===== src/rtl/z80alu_pkg.sv =====
// Package for the Z80 ALU: opcode codes, flag positions, masks, bus widths and flag helpers.
`timescale 1ns / 1ps
`default_nettype none
package z80alu_pkg;

  // Operation codes
  typedef enum logic [4:0] {
    OP_ADD8  = 5'd0,
    OP_ADC8  = 5'd1,
    OP_SUB8  = 5'd2,
    OP_SBC8  = 5'd3,
    OP_INC8  = 5'd4,
    OP_DEC8  = 5'd5,
    OP_DAA   = 5'd6,
    OP_CPL   = 5'd7,
    OP_AND   = 5'd8,
    OP_OR    = 5'd9,
    OP_XOR   = 5'd10,
    OP_BIT   = 5'd11,
    OP_ADD16 = 5'd12,
    OP_ADC16 = 5'd13,
    OP_SBC16 = 5'd14,
    OP_RLCA  = 5'd15,
    OP_RRA   = 5'd16,
    OP_RLC   = 5'd17,
    OP_RRC   = 5'd18,
    OP_RL    = 5'd19,
    OP_RR    = 5'd20,
    OP_SLA   = 5'd21,
    OP_SRA   = 5'd22,
    OP_SLL   = 5'd23,
    OP_SRL   = 5'd24
  } op_t;

  // Flag bit positions
  localparam int FL_C  = 0;
  localparam int FL_N  = 1;
  localparam int FL_PV = 2;
  localparam int FL_F3 = 3;
  localparam int FL_H  = 4;
  localparam int FL_F5 = 5;
  localparam int FL_Z  = 6;
  localparam int FL_S  = 7;

  // Flag masks
  localparam logic [7:0] MASK_UNDOC  = 8'h28;  // F3 and F5
  localparam logic [7:0] KEEP_SZPV   = 8'hC4;  // S, Z, PV
  localparam logic [7:0] KEEP_ADD16  = 8'hEC;  // S, Z, F5, F3, PV
  localparam logic [7:0] DAA_LIMIT   = 8'h99;
  localparam logic [7:0] DAA_CORR_HI = 8'h60;
  localparam logic [7:0] DAA_CORR_LO = 8'h06;
  localparam logic [7:0] BIT7_MASK   = 8'h80;

  // Input and output bus widths
  localparam int IN_DATA_W  = 40;
  localparam int IN_USER_W  = 6;
  localparam int OUT_DATA_W = 24;

  // S, Z, even parity in PV, and optionally F3/F5 copied from the value
  function automatic logic [7:0] szp_flags(input logic [7:0] v, input logic undoc);
    logic [7:0] f;
    f        = 8'h00;
    f[FL_PV] = ~^v;
    f[FL_Z]  = (v == 8'h00);
    f[FL_S]  = v[7];
    if (undoc) begin
      f = f | (v & MASK_UNDOC);
    end
    return f;
  endfunction

  // S and Z of an 8-bit value
  function automatic logic [7:0] sz8(input logic [7:0] v);
    logic [7:0] f;
    f       = 8'h00;
    f[FL_Z] = (v == 8'h00);
    f[FL_S] = v[7];
    return f;
  endfunction

endpackage
`default_nettype wire


===== src/rtl/z80_alu_with_flags_top.sv =====
// Top level of the Z80 ALU: input register, flag and result logic, result register.
// A result passes the input register and then the result register before it is valid.
// Throughput: one item per cycle while out_tready holds high; the ALU is a single combinational pass.
// in_tready follows out_tready when both stages hold items, so a full pipe stalls in place.
// Reset (rst_n low, synchronous) clears both valid bits; payload registers are not reset.
`timescale 1ns / 1ps
`default_nettype none
module z80_alu_with_flags_top
  import z80alu_pkg::*;
(
  input  wire logic                  clk,
  input  wire logic                  rst_n,
  input  wire logic                  in_tvalid,
  output logic                       in_tready,
  input  wire logic [IN_DATA_W-1:0]  in_tdata,   // operand_a[15:0], operand_b[31:16], flags_in[39:32]
  input  wire logic [IN_USER_W-1:0]  in_tuser,   // opcode[4:0], accumulator_form[5]
  output logic                       out_tvalid,
  input  wire logic                  out_tready,
  output logic [OUT_DATA_W-1:0]      out_tdata   // result_value[15:0], flags_out[23:16]
);

  // Input stage registers
  logic        s1_valid_r;
  logic [4:0]  s1_op_r;
  logic [15:0] s1_a_r;
  logic [15:0] s1_b_r;
  logic [7:0]  s1_f_r;
  logic        s1_acc_r;

  // Result stage registers
  logic        out_valid_r;
  logic [15:0] res_r;
  logic [7:0]  flg_r;
  logic [15:0] res_nxt;
  logic [7:0]  flg_nxt;

  logic adv2;
  logic adv1;

  // Pipeline advance control
  assign adv2      = !out_valid_r || out_tready;
  assign in_tready = !s1_valid_r || adv2;
  assign adv1      = in_tvalid && in_tready;

  always_ff @(posedge clk) begin
    if (!rst_n) begin
      s1_valid_r <= 1'b0;
    end else if (in_tready) begin
      s1_valid_r <= in_tvalid;
    end
  end

  always_ff @(posedge clk) begin
    if (adv1) begin
      s1_op_r  <= in_tuser[4:0];
      s1_acc_r <= in_tuser[5];
      s1_a_r   <= in_tdata[15:0];
      s1_b_r   <= in_tdata[31:16];
      s1_f_r   <= in_tdata[39:32];
    end
  end

  always_ff @(posedge clk) begin
    if (!rst_n) begin
      out_valid_r <= 1'b0;
    end else if (adv2) begin
      out_valid_r <= s1_valid_r;
    end
  end

  always_ff @(posedge clk) begin
    if (adv2 && s1_valid_r) begin
      res_r <= res_nxt;
      flg_r <= flg_nxt;
    end
  end

  assign out_tvalid = out_valid_r;
  assign out_tdata  = {flg_r, res_r};

  // ALU datapath
  logic [7:0]  a8;
  logic [7:0]  b8;
  logic        cin;
  logic        c8;
  logic [8:0]  sum9;
  logic [4:0]  hsum5;
  logic [8:0]  dif9;
  logic [4:0]  hdif5;
  logic [16:0] sum17;
  logic [12:0] hsum13;
  logic [16:0] dif17;
  logic [12:0] hdif13;
  logic [7:0]  r8;
  logic [7:0]  corr;
  logic [7:0]  rot8;
  logic        rot_c;

  assign a8  = s1_a_r[7:0];
  assign b8  = s1_b_r[7:0];
  assign cin = s1_f_r[FL_C];
  assign c8  = cin && ((s1_op_r == OP_ADC8) || (s1_op_r == OP_SBC8));

  // Adders and subtractors; the 8-bit ones and the 16-bit adder serve both the plain and carry forms
  assign sum9   = {1'b0, a8} + {1'b0, b8} + {8'h00, c8};
  assign hsum5  = {1'b0, a8[3:0]} + {1'b0, b8[3:0]} + {4'h0, c8};
  assign dif9   = {1'b0, a8} - {1'b0, b8} - {8'h00, c8};
  assign hdif5  = {1'b0, a8[3:0]} - {1'b0, b8[3:0]} - {4'h0, c8};
  assign sum17  = {1'b0, s1_a_r} + {1'b0, s1_b_r}
                + {16'h0000, cin && (s1_op_r == OP_ADC16)};
  assign hsum13 = {1'b0, s1_a_r[11:0]} + {1'b0, s1_b_r[11:0]}
                + {12'h000, cin && (s1_op_r == OP_ADC16)};
  assign dif17  = {1'b0, s1_a_r} - {1'b0, s1_b_r} - {16'h0000, cin};
  assign hdif13 = {1'b0, s1_a_r[11:0]} - {1'b0, s1_b_r[11:0]} - {12'h000, cin};

  always_comb begin
    r8      = 8'h00;
    corr    = 8'h00;
    rot8    = 8'h00;
    rot_c   = 1'b0;
    res_nxt = 16'h0000;
    flg_nxt = s1_f_r;
    case (s1_op_r)
      OP_ADD8, OP_ADC8: begin
        r8             = sum9[7:0];
        res_nxt        = {8'h00, r8};
        flg_nxt        = sz8(r8);
        flg_nxt[FL_C]  = sum9[8];
        flg_nxt[FL_PV] = !(a8[7] ^ b8[7]) && (a8[7] ^ r8[7]);
        flg_nxt[FL_H]  = hsum5[4];
      end
      OP_SUB8, OP_SBC8: begin
        r8             = dif9[7:0];
        res_nxt        = {8'h00, r8};
        flg_nxt        = sz8(r8);
        flg_nxt[FL_N]  = 1'b1;
        flg_nxt[FL_C]  = dif9[8];
        flg_nxt[FL_PV] = (a8[7] ^ b8[7]) && (a8[7] ^ r8[7]);
        flg_nxt[FL_H]  = hdif5[4];
        if (s1_op_r == OP_SUB8) begin
          flg_nxt = flg_nxt | (r8 & MASK_UNDOC);
        end
      end
      OP_INC8: begin
        r8             = a8 + 8'h01;
        res_nxt        = {8'h00, r8};
        flg_nxt        = sz8(r8) | (r8 & MASK_UNDOC);
        flg_nxt[FL_C]  = cin;
        flg_nxt[FL_PV] = (r8 == BIT7_MASK);
        flg_nxt[FL_H]  = (a8[3:0] == 4'hF);
      end
      OP_DEC8: begin
        r8             = a8 - 8'h01;
        res_nxt        = {8'h00, r8};
        flg_nxt        = sz8(r8) | (r8 & MASK_UNDOC);
        flg_nxt[FL_C]  = cin;
        flg_nxt[FL_N]  = 1'b1;
        flg_nxt[FL_PV] = (a8 == BIT7_MASK);
        flg_nxt[FL_H]  = (a8[3:0] == 4'h0);
      end
      OP_DAA: begin
        if ((a8 > DAA_LIMIT) || cin) begin
          corr = corr | DAA_CORR_HI;
        end
        if ((a8[3:0] > 4'd9) || s1_f_r[FL_H]) begin
          corr = corr | DAA_CORR_LO;
        end
        r8            = s1_f_r[FL_N] ? (a8 - corr) : (a8 + corr);
        res_nxt       = {8'h00, r8};
        flg_nxt       = szp_flags(r8, 1'b0);
        flg_nxt[FL_N] = s1_f_r[FL_N];
        flg_nxt[FL_C] = (a8 > DAA_LIMIT) || cin;
        flg_nxt[FL_H] = a8[4] ^ r8[4];
      end
      OP_CPL: begin
        res_nxt       = {8'h00, ~a8};
        flg_nxt[FL_N] = 1'b1;
        flg_nxt[FL_H] = 1'b1;
      end
      OP_AND: begin
        r8            = a8 & b8;
        res_nxt       = {8'h00, r8};
        flg_nxt       = szp_flags(r8, 1'b0);
        flg_nxt[FL_H] = 1'b1;
      end
      OP_OR: begin
        r8      = a8 | b8;
        res_nxt = {8'h00, r8};
        flg_nxt = szp_flags(r8, 1'b0);
      end
      OP_XOR: begin
        r8      = a8 ^ b8;
        res_nxt = {8'h00, r8};
        flg_nxt = szp_flags(r8, 1'b0);
      end
      OP_BIT: begin
        // result is zero; Z and PV mirror the masked test
        flg_nxt        = 8'h00;
        flg_nxt[FL_C]  = cin;
        flg_nxt[FL_H]  = 1'b1;
        flg_nxt[FL_Z]  = ((a8 & b8) == 8'h00);
        flg_nxt[FL_PV] = ((a8 & b8) == 8'h00);
        flg_nxt[FL_S]  = (b8 == BIT7_MASK) && a8[7];
      end
      OP_ADD16: begin
        res_nxt       = sum17[15:0];
        flg_nxt       = s1_f_r & KEEP_ADD16;
        flg_nxt[FL_C] = sum17[16];
        flg_nxt[FL_H] = hsum13[12];
      end
      OP_ADC16: begin
        res_nxt        = sum17[15:0];
        flg_nxt        = 8'h00;
        flg_nxt[FL_C]  = sum17[16];
        flg_nxt[FL_PV] = !(s1_a_r[15] ^ s1_b_r[15]) && (s1_a_r[15] ^ sum17[15]);
        flg_nxt[FL_H]  = hsum13[12];
        flg_nxt[FL_Z]  = (sum17[15:0] == 16'h0000);
        flg_nxt[FL_S]  = sum17[15];
      end
      OP_SBC16: begin
        res_nxt        = dif17[15:0];
        flg_nxt        = 8'h00;
        flg_nxt[FL_N]  = 1'b1;
        flg_nxt[FL_C]  = dif17[16];
        flg_nxt[FL_PV] = (s1_a_r[15] ^ s1_b_r[15]) && (s1_a_r[15] ^ dif17[15]);
        flg_nxt[FL_H]  = hdif13[12];
        flg_nxt[FL_Z]  = (dif17[15:0] == 16'h0000);
        flg_nxt[FL_S]  = dif17[15];
      end
      OP_RLCA: begin
        r8            = {a8[6:0], a8[7]};
        res_nxt       = {8'h00, r8};
        flg_nxt       = (s1_f_r & KEEP_SZPV) | (r8 & MASK_UNDOC);
        flg_nxt[FL_C] = a8[7];
      end
      OP_RRA: begin
        r8            = {cin, a8[7:1]};
        res_nxt       = {8'h00, r8};
        flg_nxt       = (s1_f_r & KEEP_SZPV) | (r8 & MASK_UNDOC);
        flg_nxt[FL_C] = a8[0];
      end
      OP_RLC: begin
        r8            = {a8[6:0], a8[7]};
        res_nxt       = {8'h00, r8};
        flg_nxt       = szp_flags(r8, 1'b1);
        flg_nxt[FL_C] = a8[7];
      end
      OP_RRC, OP_RL: begin
        // accumulator form keeps S, Z and PV
        if (s1_op_r == OP_RRC) begin
          rot8  = {a8[0], a8[7:1]};
          rot_c = a8[0];
        end else begin
          rot8  = {a8[6:0], cin};
          rot_c = a8[7];
        end
        res_nxt = {8'h00, rot8};
        if (s1_acc_r) begin
          flg_nxt = (s1_f_r & KEEP_SZPV) | (rot8 & MASK_UNDOC);
        end else begin
          flg_nxt = szp_flags(rot8, 1'b1);
        end
        flg_nxt[FL_C] = rot_c;
      end
      OP_RR: begin
        r8            = {cin, a8[7:1]};
        res_nxt       = {8'h00, r8};
        flg_nxt       = szp_flags(r8, 1'b1);
        flg_nxt[FL_C] = a8[0];
      end
      OP_SLA: begin
        r8            = {a8[6:0], 1'b0};
        res_nxt       = {8'h00, r8};
        flg_nxt       = szp_flags(r8, 1'b1);
        flg_nxt[FL_C] = a8[7];
      end
      OP_SRA: begin
        r8            = {a8[7], a8[7:1]};
        res_nxt       = {8'h00, r8};
        flg_nxt       = szp_flags(r8, 1'b1);
        flg_nxt[FL_C] = a8[0];
      end
      OP_SLL: begin
        r8            = {a8[6:0], 1'b1};
        res_nxt       = {8'h00, r8};
        flg_nxt       = szp_flags(r8, 1'b0);
        flg_nxt[FL_C] = a8[7];
      end
      OP_SRL: begin
        r8            = {1'b0, a8[7:1]};
        res_nxt       = {8'h00, r8};
        flg_nxt       = szp_flags(r8, 1'b1);
        flg_nxt[FL_C] = a8[0];
      end
      default: begin
        // unused opcodes: zero result, flags pass through
        res_nxt = 16'h0000;
        flg_nxt = s1_f_r;
      end
    endcase
  end

  // Checks
  a_reset_empty: assert property (@(posedge clk) !rst_n |=> !out_tvalid)
    else $error("result valid right after reset");

  a_stage_moves: assert property (@(posedge clk) disable iff (!rst_n)
    (s1_valid_r && adv2) |=> out_tvalid)
    else $error("input stage item did not reach result register");

  a_bit_zero: assert property (@(posedge clk) disable iff (!rst_n)
    (s1_valid_r && adv2 && (s1_op_r == OP_BIT)) |=> (out_tdata[15:0] == 16'h0000))
    else $error("bit test gave nonzero result");

  a_cpl_nh: assert property (@(posedge clk) disable iff (!rst_n)
    (s1_valid_r && adv2 && (s1_op_r == OP_CPL))
      |=> (out_tdata[16+FL_N] && out_tdata[16+FL_H]))
    else $error("cpl did not set N and H");

endmodule
`default_nettype wire

===== config.mk =====
export PLATFORM = sky130hd
export DESIGN_NAME = z80_alu_with_flags_top
export DESIGN_NICKNAME = d
export VERILOG_FILES = /design/src/rtl/z80alu_pkg.sv /design/src/rtl/z80_alu_with_flags_top.sv
export SDC_FILE = /design/constraint.sdc
export NUM_CORES = 1
export LEC_CHECK = 0
export ABC_AREA = 1
export BUFFER_PORTS_ARGS = -buffer_cell sky130_fd_sc_hd__clkbuf_2
export CAP_MARGIN = 10
export CORE_MARGIN = 1.5
export CORE_UTILIZATION = 40
export DETAILED_ROUTE_END_ITERATION = 8
export SLEW_MARGIN = 10
export SYNTH_ARGS = -nofsm -noshare
export SYNTH_HDL_FRONTEND = slang
export SYNTH_SLANG_ARGS = --single-unit

===== constraint.sdc =====
create_clock -name clk -period 4.5 [get_ports clk]
set_input_delay 0.9 -clock clk [delete_from_list [all_inputs] [get_ports clk]]
set_output_delay 0.9 -clock clk [all_outputs]
set_load 0.1 [all_outputs]

==> results of run 1 <==
==> worst register-to-register path, cell delays in order (launching register included) <==
cell	delay, ns
edfxtp_1	0.38
inv_1	0.10
buf_6	0.17
ha_1	0.18
nand3_1	0.11
o21ai_0	0.23
nand2_1	0.10
inv_1	0.11
ha_1	0.24
inv_1	0.05
o21ai_0	0.07
ha_1	0.31
inv_1	0.07
nor3_1	0.18
nand2_1	0.07
o311ai_1	0.09
xor2_1	0.22
ha_1	0.29
xnor2_1	0.16
nand2_1	0.06
nand3_1	0.12
nand3_1	0.08
nor2_1	0.08
nand3_1	0.07
nor2_1	0.09
nand2_1	0.06
nor2_1	0.11
nand3_1	0.07
==> kinds of logic after synthesis <==
family          Yosys count
fa+ha+maj               109
buf+inv                 218
compound gates          135
simple gates            739
xor+xnor                 41
flops                    72
==> flip-flops by register name, indices dropped and copies added, names as in the netlist <==
signal      flops
s1_a_r         16
out_tvalid      1
flg_r           8
s1_b_r         16
s1_acc_r        1
s1_op_r         5
s1_valid_r      1
res_r          16
s1_f_r          8
==> final cells by class <==
class / count / area, um2 / share of cell area, %
clock buffers: 10 / 229 / 2.31
clock inverters: 6 / 42.5 / 0.428
inverters: 197 / 747 / 7.52
multi-input cells: 1024 / 5850 / 58.9
flip-flops and latches: 72 / 2140 / 21.6
well taps: 280 / 350 / 3.53
repair buffers: 100 / 567 / 5.71
==> where the power goes <==
group / switching [uW] / internal, uW
registers: 34.0 / 790
logic: 836 / 383
clock network: 354 / 377
total: 1220 / 1550
==> stage by stage <==
step           hold WS [ns]  cells  total power (uW)
4_1_cts               0.526   1688              2760
6_report              0.526   1689              2770
3_3_place_gp          0.515   1672              2020
5_1_grt               0.561   1689              2940
3_5_place_dp          0.517   1672              2030
2_1_floorplan         0.447   1314              1700
==> cells in the mapped netlist, types with 3 or more instances <==
cell type / number / share of area (%)
nand2_1: 407 / 17
inv_1: 186 / 7.9
nor2_1: 118 / 5.0
nand3_1: 107 / 6.0
ha_1: 101 / 14
edfxtp_1: 70 / 24
a21oi_1: 43 / 2.4
o21ai_0: 33 / 1.9
nand4_1: 28 / 2.0
o22ai_1: 24 / 1.7
xor2_1: 23 / 2.3
nor3_1: 19 / 1.1
xnor2_1: 18 / 1.8
buf_2: 9 / 0.51
or2_2: 9 / 0.64
fa_1: 8 / 1.8
nand2_2: 8 / 0.56
nand3b_1: 8 / 0.68
nor2_2: 8 / 0.56
inv_2: 6 / 0.25
nor2_4: 6 / 0.76
a211oi_1: 5 / 0.42
nor4_1: 5 / 0.35
o21ai_2: 5 / 0.49
a221oi_1: 4 / 0.40
buf_4: 4 / 0.34
buf_6: 4 / 0.51
nand2_4: 4 / 0.51
o21bai_1: 4 / 0.34
and2_1: 3 / 0.21
clkbuf_1: 3 / 0.13
inv_4: 3 / 0.21
nand3_2: 3 / 0.34
o2111ai_1: 3 / 0.30
o211ai_1: 3 / 0.25
o21ai_1: 3 / 0.17
==> cell usage in the layout (no fill, tap or decap), types with 6 or more instances in the layout <==
| cell | n |
|---|---|
| o21ai_0 | 32 |
| nor2_4 | 6 |
| inv_1 | 185 |
| nor3_1 | 19 |
| ha_1 | 101 |
| nand4_1 | 28 |
| inv_2 | 7 |
| xnor2_1 | 18 |
| edfxtp_1 | 70 |
| buf_4 | 24 |
| nand3b_1 | 8 |
| fa_1 | 8 |
| nand2_2 | 8 |
| xor2_1 | 23 |
| o22ai_1 | 24 |
| clkbuf_16 | 9 |
| clkbuf_2 | 75 |
| nor2_2 | 8 |
| or2_2 | 9 |
| nand2_1 | 407 |
| a21oi_1 | 42 |
| nand3_1 | 107 |
| nor2_1 | 118 |
==> metal layers <==
layer,part of all wire (%),global-route usage [%],vias up,wire length (um)
met5,0,0,-,0
met4,4.3,13.9,0,1450
met3,7.6,3.71,71,2540
met2,45,47.2,413,15200
met1,43,38.8,4230,14300
li1,-,-,4491,-
==> final timing paths <==
path	cells past startpoint	to	from
setup / recovery	27	flg_r[2]	s1_a_r[1]
hold / removal	2	out_tvalid	s1_valid_r
setup reg to reg	27	flg_r[2]	s1_a_r[1]
hold reg to reg	2	out_tvalid	s1_valid_r
==> what timing repair did <==
item	CTS	global route
endpoints found under the setup margin	0	1
gates resized for setup	0	3
hold buffers	0	0
setup buffers	0	1
==> out/summary.txt, run 1 <==
Status: completed
Area grow syn2layout: 12.0%
Mapped Cells: 1314
Crit end category: flip-flop
Initial Utilization: 40.7%
Power per cell area: 279 nW/um2
Min-delay worst type: flip-flop to flip-flop
Diode count: 0
Mux cell area share after synthesis: 0%
Post-route cell area: 9930 um2
Vias in the first global route: 8950
Largest fanout on the critical path: 9
Setup violators final: 0
Final HPWL DP: 27300 um
Core Region: 21800 um2
I/O pin count: 76
PortBufs: 75
Post-Route Utilization: 45.6%
Peak supply drop: 158 uV
Die Y: 152 um
H-tree levels: 3
First-pass GRT wire length: 51200 um
Largest family of logic cells by synthesized area: simple AND/OR/NAND/NOR gates
Slew @ Worst Pin: 1.03 ns
Synth Register Bits: 72
Initial antenna violation count: 0
Mapped Area: 8860 um2
CTS Buffer Depth: 2
Post-synthesis sequential area ratio: 24.2%
Tot GR Track Use: 29.2%
Clk_skew: 0.0215 ns
Setup ws final: 0.372 ns
Most frequent CP cell: nand3_1
Number of flops mapped to enable cells by yosys: 70
FFs w/ async S/R, synth: 0%
Slowest CP cell: edfxtp_1
CTS tree: done
Register-to-register setup slack: 0.37 ns
Simple-Gate Fraction of Synth Area: 36.6%
Syn nets: 1473
Area share of fa/ha/maj cells after synthesis: 16.1%
Die ar.: 23100 um2
Leakage: 0.00508 uW
Bufs and invs on worst path: 5
WL final: 33500 um
Cell Area, Placed: 9650 um2
Row cnt: 54
Die Wd: 152 um
Vias post-DR: 9205
Clock sink count: 72
Max-cap violation count: 0
Fin nets: 1563
Synth Area in XOR/XNOR: 4.05%
Fin Setup TNS: 0 ns
Synth Area per Inst: 6.75 um2
Startpoint types: flip-flop
Worst Path Arrival: 4.25 ns
Post-route ant nets: 0
Gpl congestion: 1.01
Post-DR vias/cell: 5.45
DRC viols: 0
Pin count of the biggest net entering global routing: 47
Clock Latency Late Sink: 0.37 ns
Initial DRT Pass Iterations: 8
Fin. Hold Viols: 0
Family with the most delay on the worst path: simple AND/OR/NAND/NOR gates
Routed len/inst: 19.8 um
Worst slew margin: 31.4%
Filler cell count in the final layout: 2335
Layout cells sized above 1: 12.1%
CTS clk-pin slew, worst paths: 0.08 ns
Fmax: 0.242 GHz
Minimum clock period: 4.13 ns
Worst Path Required: 4.62 ns
Main flop type after synthesis: edfxtp_1
Setup slack after placement: 0.324 ns
Final worst-path cycle share: 91.7%
Detailed Route Iter0 Violations: 950
Max incr delay on CP: 0.38 ns
GRT overflow: 0
Synth warn: 0
Root buffer cell: clkbuf_16
Post-synthesis cell type count: 51
Compound-gate portion of the synthesized area: 9.17%
TritonCTS buffer count: 9
Final slew viol count: 0
Critical path class: flip-flop to flip-flop
Power figures use the tool's default switching activity.
==> run 2, diff against run 1 <==
Settings changed: CORE_MARGIN 1.5 to 5, MAX_ROUTING_LAYER set to met4.
==> run 2 against run 1 <==
Flip-flop and latch count unchanged. Worst setup slack improved by 0.030 ns. Sequential share of layout area decreased by 0.065 points. Global-route usage fell by 2.3 points. Via count grew 0.37%. Sequential power is essentially flat. Critical path type unchanged. Critical endpoint unchanged.
==> out/summary.txt, run 2 (synthesis gave the netlist of run 1 again) <==
Fmax: 0.244 GHz (+0.73%)
CTS tree: done
Diode count: 0 (unchanged)
Die Wd: 159 um (+4.6%)
Post-route ant nets: 0 (unchanged)
Area grow syn2layout: 12.3%
Max-cap violation count: 0 (unchanged)
Vias in the first global route: 8949 (-0.011%)
TritonCTS buffer count: 9 (unchanged)
CTS clk-pin slew, worst paths: 0.08 ns (about the same)
Startpoint types: flip-flop
Layout cells sized above 1: 12.3% (+0.15 points)
Leakage: 0.00510 uW (+0.24%)
I/O pin count: 76 (unchanged)
Final HPWL DP: 27500 um (+0.79%)
Slew @ Worst Pin: 1.12 ns (+0.0925 ns)
CTS Buffer Depth: 2 (unchanged)
Clock sink count: 72 (unchanged)
Met1 WL: 14800 um (+3.3%)
Post-DR vias/cell: 5.47 (+0.43%)
Min-delay worst type: flip-flop to flip-flop
Routed wl met3: 2600 um (+2.2%)
Worst Path Required: 4.61 ns (about the same)
Detailed Route Iter0 Violations: 864 (-9.1%)
Fin nets: 1562 (-0.064%)
Row cnt: 54 (unchanged)
Fin Setup TNS: 0 ns (unchanged)
Fin. Hold Viols: 0 (unchanged)
Worst Path Arrival: 4.21 ns (-0.04 ns)
Routed len/inst: 20.2 um (+2.1%)
First-pass GRT wire length: 51400 um (+0.44%)
Slowest CP cell: ha_1
Post-Layout Cell Count: 1688 (-0.059%)
Family with the most delay on the worst path: simple AND/OR/NAND/NOR gates
Max incr delay on CP: 0.36 ns (-0.02 ns)
Biggest regs: res_r: 16 flops, s1_a_r: 16 flops, s1_b_r: 16 flops
Tot Pwr: 2860 uW (+3.0%)
Initial antenna violation count: 0 (unchanged)
Die Y: 159 um (+4.6%)
Setup violators final: 0 (unchanged)
Initial Utilization: 40.6% (-0.13 points)
Peak supply drop: 195 uV (+23%)
Vias post-DR: 9239 (+0.37%)
Die ar.: 25200 um2 (+9.4%)
Final slew viol count: 0 (unchanged)
Met2 wire length: 15500 um (+1.8%)
Clock Latency Late Sink: 0.36 ns (about the same)
Final worst-path cycle share: 91.1% (-0.67 points)
Power per cell area: 287 nW/um2 (+2.7%)
Most frequent cells in the layout: 407 x nand2_1, 185 x inv_1, 118 x nor2_1, 107 x nand3_1, 101 x ha_1
Bufs and invs on worst path: 3 (-2)
Most frequent CP cell: nand2_1
Minimum clock period: 4.10 ns (-0.0300 ns)
WL final: 34100 um (+2.0%)
H-tree levels: 3 (unchanged)
Initial DRT Pass Iterations: 6 (-2)
Core Region: 21800 um2 (+0.31%)
Clk_skew: 0.0117 ns (-0.00973 ns)
PortBufs: 75 (unchanged)
Worst slew margin: 25.2% (-6.2 points)
Pin count of the biggest net entering global routing: 47 (unchanged)
Status: completed
Crit end category: flip-flop
Gpl congestion: 1.03 (+1.7%)
RSZ-0062 raised after global routing: no
Largest fanout on the critical path: 9 (unchanged)
GRT overflow: 0 (unchanged)
Inst Count DP: 1671 (-0.060%)
Critical path class: flip-flop to flip-flop
Tot GR Track Use: 27.0% (-2.3 points)
Commonest non-fill, non-tap cell in the layout: nand2_1
DR top layer: met4
DRC viols: 0 (unchanged)
Root buffer cell: clkbuf_16
[run 2: power by group]
group	leakage (uW)	switching, uW	total (uW)	internal (uW)
Combinational	0.00425	844	1230	382
Sequential	0.000700	34.2	824	790
Clock	0.000149	366	808	442
[run 2: worst paths after layout]
check | cells past startpoint | from | slack (ns) | to
setup / recovery | 27 | s1_a_r[1] | 0.40 | flg_r[2]
setup reg to reg | 27 | s1_a_r[1] | 0.40 | flg_r[2]
hold reg to reg | 2 | s1_f_r[3] | 0.52 | flg_r[3]
hold / removal | 2 | s1_f_r[3] | 0.52 | flg_r[3]
[run 2: cell type report]
cell class,instances,area [um2]
Clock buffer,9,225
Sequential cell,72,2140
Tap cell,280,350
Clock inverter,7,83.8
Fill cell,2320,11900
Multi-Input combinational cell,1024,5850
Timing Repair Buffer,99,556
Inverter,197,747
[run 2: what timing repair did]
action,CTS,global route
buffers inserted,0,1
gates resized for setup,0,4
hold buffers,0,0
setup endpoints to repair,0,1
[run 2: worst reg2reg max path, delay by kind of cell (launching register included)]
family,cells,cell delay [ns]
adders and majority gates,3,0.90
AOI/OAI and AO/OA,2,0.35
and+or+nand+nor,18,1.76
buffers and inverters,3,0.35
xor gates and xnor gates,1,0.16
DFF,1,0.34
[run 2: stage by stage]
| step | hold slack (ns) | util, % | setup WS, ns | cell area [um2] |
|---|---|---|---|---|
| 2_1_floorplan | 0.447 | - | 0.168 | 8860 |
| 6_report | 0.520 | 45.6 | 0.402 | 9960 |
| 3_5_place_dp | 0.508 | 44.2 | 0.353 | 9640 |
| 4_1_cts | 0.525 | 45.6 | 0.342 | 9950 |
| 3_3_place_gp | 0.509 | 44.2 | 0.406 | 9640 |
| 5_1_grt | 0.546 | 45.6 | 0.0269 | 9960 |
[run 2: metal layers]
metal	GRT usage [%]	vias to the layer above
li1	-	4477
met1	35.3	4271
met2	42.2	415
met3	4.38	76
met4	10.0	0
met5	-	-
